## config.mk

```make
export PLATFORM = sky130hd
export DESIGN_NAME = float32_float16_converter
export DESIGN_NICKNAME = d
export VERILOG_FILES = /design/src/design/f32f16_pkg.sv /design/src/design/f32f16_s2h.sv /design/src/design/f32f16_h2s.sv /design/src/design/float32_float16_converter.sv
export SDC_FILE = /design/constraint.sdc
export NUM_CORES = 1
export LEC_CHECK = 0
export ABC_AREA = 1
export ABC_CLOCK_PERIOD_IN_PS = 5600
export BUFFER_PORTS_ARGS = -buffer_cell sky130_fd_sc_hd__buf_4
export CAP_MARGIN = 0
export CORE_ASPECT_RATIO = 1.4
export CORE_UTILIZATION = 55
export CTS_BUF_LIST = sky130_fd_sc_hd__clkbuf_16
export CTS_CLUSTER_SIZE = 25
export DETAILED_ROUTE_END_ITERATION = 10
export GPL_TIMING_DRIVEN = 0
export PLACE_DENSITY = 0.84
export SLEW_MARGIN = 20
export SYNTH_ARGS = -nofsm -noshare
export SYNTH_HDL_FRONTEND = slang
export SYNTH_HIERARCHICAL = 1
export SYNTH_SLANG_ARGS = --single-unit
```

## constraint.sdc

```tcl
create_clock -name clk -period 5.6 [get_ports clk]
set_clock_uncertainty 0.05 [all_clocks]
set_input_delay 1.12 -clock clk [delete_from_list [all_inputs] [get_ports clk]]
set_output_delay 1.12 -clock clk [all_outputs]
set_load 0.01 [all_outputs]
```

## src/design/f32f16_pkg.sv

```systemverilog
package f32f16_pkg;
  localparam logic OP_S2H = 1'b0;
  localparam logic OP_H2S = 1'b1;

  typedef struct packed {
    logic        op;
    logic [31:0] bits;
  } f32f16_item_t;
endpackage

```

## src/design/f32f16_s2h.sv

```systemverilog
module f32f16_s2h (
  input  logic [31:0] x,
  output logic [15:0] h
);
  logic        sgn;
  logic [7:0]  e;
  logic [22:0] m;
  logic [4:0]  sh;
  logic [23:0] sig;
  logic [23:0] q;
  logic [23:0] rem;
  logic [23:0] hw;
  logic [23:0] msk;
  logic [30:0] full;
  logic [17:0] qn;
  logic        up;
  logic [7:0]  shw;

  always_comb begin
    sgn = x[31];
    e = x[30:23];
    m = x[22:0];
    full = {e - 8'd112, m};
    qn = full[30:13];
    up = full[12] && ((full[11:0] != 12'd0) || qn[0]);
    shw = 8'd126 - e;
    sh = shw[4:0];
    sig = {1'b1, m};
    q = sig >> sh;
    msk = (24'd1 << sh) - 24'd1;
    rem = sig & msk;
    hw = 24'd1 << (sh - 5'd1);
    h = {sgn, 15'd0};
    if (e == 8'hff) begin
      h = (m != 23'd0) ? {sgn, 5'h1f, 1'b1, m[21:13]} : {sgn, 15'h7c00};
    end else if (e == 8'd0) begin
      h = {sgn, 15'd0};
    end else if (e >= 8'd143) begin
      h = {sgn, 15'h7c00};
    end else if (e >= 8'd113) begin
      h = {sgn, 15'd0} | ((qn[15:0] + {15'd0, up}) & 16'h7fff);
    end else if (shw <= 8'd24) begin
      if (rem > hw || (rem == hw && q[0])) q = q + 24'd1;
      h = {sgn, q[14:0]};
    end
  end
endmodule

```

## src/design/f32f16_h2s.sv

```systemverilog
module f32f16_h2s (
  input  logic [15:0] h,
  output logic [31:0] s
);
  logic [4:0] e;
  logic [9:0] m;
  logic [3:0] p;
  logic [9:0] mn;

  always_comb begin
    e = h[14:10];
    m = h[9:0];
    p = 4'd0;
    for (int i = 0; i < 10; i++) begin
      if (m[i]) p = 4'(i);
    end
    mn = m << (4'd10 - p);
    if (e == 5'h1f) begin
      s = (m != 10'd0) ? {h[15], 8'hff, 1'b1, m[8:0], 13'd0} : {h[15], 8'hff, 23'd0};
    end else if (e == 5'd0) begin
      if (m == 10'd0) s = {h[15], 31'd0};
      else s = {h[15], 8'({4'd0, p} + 8'd103), mn, 13'd0};
    end else begin
      s = {h[15], 8'({3'd0, e} + 8'd112), m, 13'd0};
    end
  end
endmodule

```

## src/design/float32_float16_converter.sv

```systemverilog
// float32 / float16 format converter
// input channel: in_valid, in_stall, in_op, in_operand_bits
//   in_op 0 turns a binary32 pattern into binary16 (round to nearest even),
//   in_op 1 turns the binary16 pattern in bits 15..0 into binary32 (exact)
// output channel: out_valid, out_stall, out_result_bits
//   binary16 results sit in bits 15..0 with the upper bits zero
// an accepted transaction is latched in an input register, converted by
// one combinational pass, and stored in the result register
// out_valid rises once an accepted item has passed the input and result registers
// throughput: one transaction per cycle while out_stall is low, set by the single-pass datapath
// when out_stall is high a full result register and a full input register hold,
// in_stall rises only when both are full and the output is stalled
// reset (synchronous, active low) empties both registers
module float32_float16_converter (
  input  logic        clk,
  input  logic        rst_n,
  input  logic        in_valid,
  output logic        in_stall,
  input  logic        in_op,
  input  logic [31:0] in_operand_bits,
  output logic        out_valid,
  input  logic        out_stall,
  output logic [31:0] out_result_bits
);
  import f32f16_pkg::*;

  f32f16_item_t item_r;
  logic         item_vld_r;
  logic [31:0]  res_r;
  logic         res_vld_r;
  logic [15:0]  half;
  logic [31:0]  single;
  logic [31:0]  res_nxt;
  logic         adv;

  f32f16_s2h u_s2h (.x(item_r.bits), .h(half));
  f32f16_h2s u_h2s (.h(item_r.bits[15:0]), .s(single));

  // result register frees up when empty or being taken
  assign adv      = !res_vld_r || !out_stall;
  assign in_stall = item_vld_r && !adv;
  assign res_nxt  = (item_r.op == OP_H2S) ? single : {16'd0, half};

  always_ff @(posedge clk) begin
    if (!rst_n) begin
      item_vld_r <= 1'b0;
      res_vld_r  <= 1'b0;
    end else begin
      if (adv) res_vld_r <= item_vld_r;
      if (!in_stall) item_vld_r <= in_valid;
    end
  end

  always_ff @(posedge clk) begin
    if (adv && item_vld_r) res_r <= res_nxt;
    if (!in_stall && in_valid) item_r <= '{op: in_op, bits: in_operand_bits};
  end

  assign out_valid       = res_vld_r;
  assign out_result_bits = res_r;
endmodule

```

==> flow_metrics.py <==
metrics = {
    "route": {
        "wirelength_um": 23300,
        "antenna_left": 0,
        "dr_total_vias": 8063,
        "first_pass_iters": 7,
        "dr.first_iter.drc_count": 961,
        "via_per_inst": 5.73,
        "route.detailed.drc": 0,
        "detail_route.wl_per_cell_um": 16.6,
    },
    "status": {
        "status": "finished clean",
    },
    "worst_setup_path": {
        "cp-start-kind": "register",
        "end_kind": "register",
        "critPathTopFamily": "simple AND/OR/NAND/NOR gates",
        "cp_common_cell": "nand2_1",
        "critPathMaxStageDelay_ps": 510,
        "critPathKind": "register to register",
        "crit_path_top_delay_cell": "nor4_1",
        "worstPathMaxFanout": 13,
        "crit_required_ps": 5620,
        "critPathBufInv": 7,
        "crit_arrival_ps": 5340,
    },
    "yosys": {
        "synth-seq-cells": 67,
        "synth.distinct_cells": 49,
        "synth-edff-count": 65,
        "synthArstFlopShare": 0,
        "postSynthCellCount": 1124,
        "synth.yosys.seq_area_share": 0.271,
        "synth-main-ff-cell": "edfxtp_1",
        "netlist_area_um2": 7360,
        "synth_warnings": 6,
        "syn_area_per_cell_um2": 6.54,
    },
    "layout": {
        "utilization": 0.663,
        "diodes": 0,
        "layout_commonest_cell": "nand2_1",
        "drive_gt1_frac": 0.168,
        "regArea_um2": 1990,
        "final_cell_mix": "nand2_1 (338), nand3_1 (165), inv_1 (135), buf_4 (96), nor2_1 (74)",
        "final_cells": 1406,
        "area_delta_synth_final_pct": 16.6,
        "design_area_um2": 8570,
        "multiInputGateArea_um2": 4550,
        "nFillCells": 1142,
        "fin_nets": 1301,
    },
    "global_routing": {
        "grt_pass1_vias": 7369,
        "grt-ovfl-total": 0,
        "antenna_found_initial": 0,
        "grtUsageTotal": 0.338,
        "grt_pass1_wl_um": 36300,
        "grt_start_max_net_pins": 34,
    },
    "floorplan": {
        "die-area_um2": 13800,
        "row_count": 49,
        "die_width_um": 99.7,
        "coreArea_um2": 12900,
        "die_h_um": 139,
        "io_pins": 71,
        "initial_core_util": 0.569,
    },
    "power": {
        "intPower_mw": 1.18,
        "p_seq_frac": 0.330,
        "switching_power_mw": 0.706,
        "power.leakage_nw": 4.25,
        "switching_share": 0.374,
        "fin_total_pwr_mw": 1.89,
        "p_per_area_nw_per_um2": 220,
        "vdd_drop_max_uv": 264,
        "combPwrFrac": 0.363,
        "p_clk_frac": 0.307,
    },
    "sta": {
        "fmax_mhz": 188,
        "worstMarginPinSlew_ps": 956,
        "min_period_ps": 5320,
        "setup_viol": 0,
        "period_share": 0.949,
        "slew_violations": 0,
        "max-slew-margin-rel": 0.360,
        "hold_viol_final": 0,
    },
    "place": {
        "place.gp.congestion": 1.07,
        "placed_cell_area_um2": 8180,
        "hpwl_um": 17500,
        "io_buffers": 70,
        "dp_cells": 1385,
    },
    "worst_hold_path": {
        "hold_path_class": "register to register",
    },
    "cts": {
        "cts_buffers": 9,
        "cts_root_buf": "clkbuf_16",
        "clock_latency_ps": 330,
        "clk_path_buf_depth": 2,
        "tritoncts": "done",
        "clock-sinks": 67,
        "clk_pin_slew_ps": 60,
        "htree_levels": 3,
    },
    "run": {
        "maxCapViolCount": 0,
    },
}
## cell families (layout without fill, tap and decap cells)
group / count (synthesis) / in the layout / synth area share
and+or+nand+nor: 672 / 672 / 0.416
DFF: 67 / 67 / 0.271
xor gates and xnor gates: 18 / 18 / 0.0250
other: 1 / 13 / 0.000510
adders and majority gates: 41 / 41 / 0.0697
AOI/OAI and AO/OA: 126 / 126 / 0.0942
buffers and inverters: 199 / 291 / 0.124
## repair_timing
item	4_1_cts	5_1_grt
setup endpoints to repair	0	14
hold buffers	0	0
gates resized for setup	0	12
buffers inserted	0	6
## final timing paths
check / slack [ps] / endpoint / depth (start not counted) / startpoint
max: 280 / out_result_bits[6] / 31 / item_r[23]
min: 460 / out_valid / 2 / out_valid
max reg2reg: 280 / out_result_bits[6] / 31 / item_r[23]
min reg2reg: 460 / out_valid / 2 / out_valid
## power by group through the flow
stage | combinational [mW] | clock (mW) | sequential (mW)
detailed placement | 0.648 | 0 | 0.631
global route | 0.753 | 0.601 | 0.625
global placement | 0.635 | 0 | 0.632
finish | 0.685 | 0.579 | 0.622
floorplan | 0.471 | 0 | 0.622
CTS | 0.653 | 0.583 | 0.620
## sequential cells by signal, summed over array words and instances, names as in the netlist
register and flops:
item_r 33, item_vld_r 1, out_valid 1, out_result_bits 32
## cells in the mapped netlist, types with 3 or more instances
| library cell | instances | area (um^2) |
|---|---|---|
| a21oi_1 | 41 | 205 |
| a21oi_2 | 3 | 26.3 |
| a31oi_1 | 3 | 18.8 |
| buf_2 | 13 | 65.1 |
| buf_4 | 20 | 150 |
| buf_6 | 9 | 101 |
| clkbuf_1 | 7 | 26.3 |
| edfxtp_1 | 65 | 1950 |
| ha_1 | 41 | 513 |
| inv_1 | 136 | 510 |
| inv_2 | 8 | 30.0 |
| nand2_1 | 339 | 1270 |
| nand2_2 | 11 | 68.8 |
| nand2_4 | 3 | 33.8 |
| nand3_1 | 166 | 831 |
| nand3_2 | 9 | 90.1 |
| nand3b_1 | 4 | 30.0 |
| nand4_1 | 16 | 100 |
| nand4_2 | 3 | 37.5 |
| nor2_1 | 75 | 282 |
| nor2_2 | 7 | 43.8 |
| nor2_4 | 8 | 90.1 |
| nor3_1 | 21 | 105 |
| nor4_1 | 6 | 37.5 |
| o211ai_1 | 3 | 22.5 |
| o21ai_0 | 46 | 230 |
| o21ai_1 | 15 | 75.1 |
| o21bai_1 | 3 | 22.5 |
| o22ai_1 | 4 | 25.0 |
| xnor2_1 | 5 | 43.8 |
| xor2_1 | 11 | 96.3 |
## through the flow
| stage | hold slack (ps) | setup TNS (ps) | setup WS (ps) |
|---|---|---|---|
| finish | 465 | 0 | 284 |
| global route | 490 | -23.8 | -23.8 |
| CTS | 469 | 0 | 102 |
| detailed placement | 462 | 0 | 105 |
| global placement | 414 | 0 | 191 |
| floorplan | 398 | 0 | 1470 |
## layout make-up
cell class                      count  share of cell area
Clock inverter                      7             0.00978
Clock buffer                        9              0.0263
Inverter                          148              0.0657
Buffer                             50              0.0407
Sequential cell                    67               0.232
Timing Repair Buffer               77              0.0683
Multi-Input combinational cell    870               0.531
Tap cell                          178              0.0260
## per-layer routing
metal / track usage / up-vias / part of all wire
li1: - / 3881 / -
met1: 0.381 / 3540 / 0.37
met2: 0.563 / 494 / 0.47
met3: 0.0660 / 148 / 0.086
met4: 0.242 / 0 / 0.077
met5: 0 / - / 0
## worst register-to-register path, delay by kind of cell, from the launching register on
family,cells,cell delay [ps]
and+or+nand+nor,21,2930
buffers and inverters,7,1010
adders and majority gates,2,540
DFF,1,480
AOI/OAI and AO/OA,1,60
Note: power is estimated with default switching activity, not from simulation.
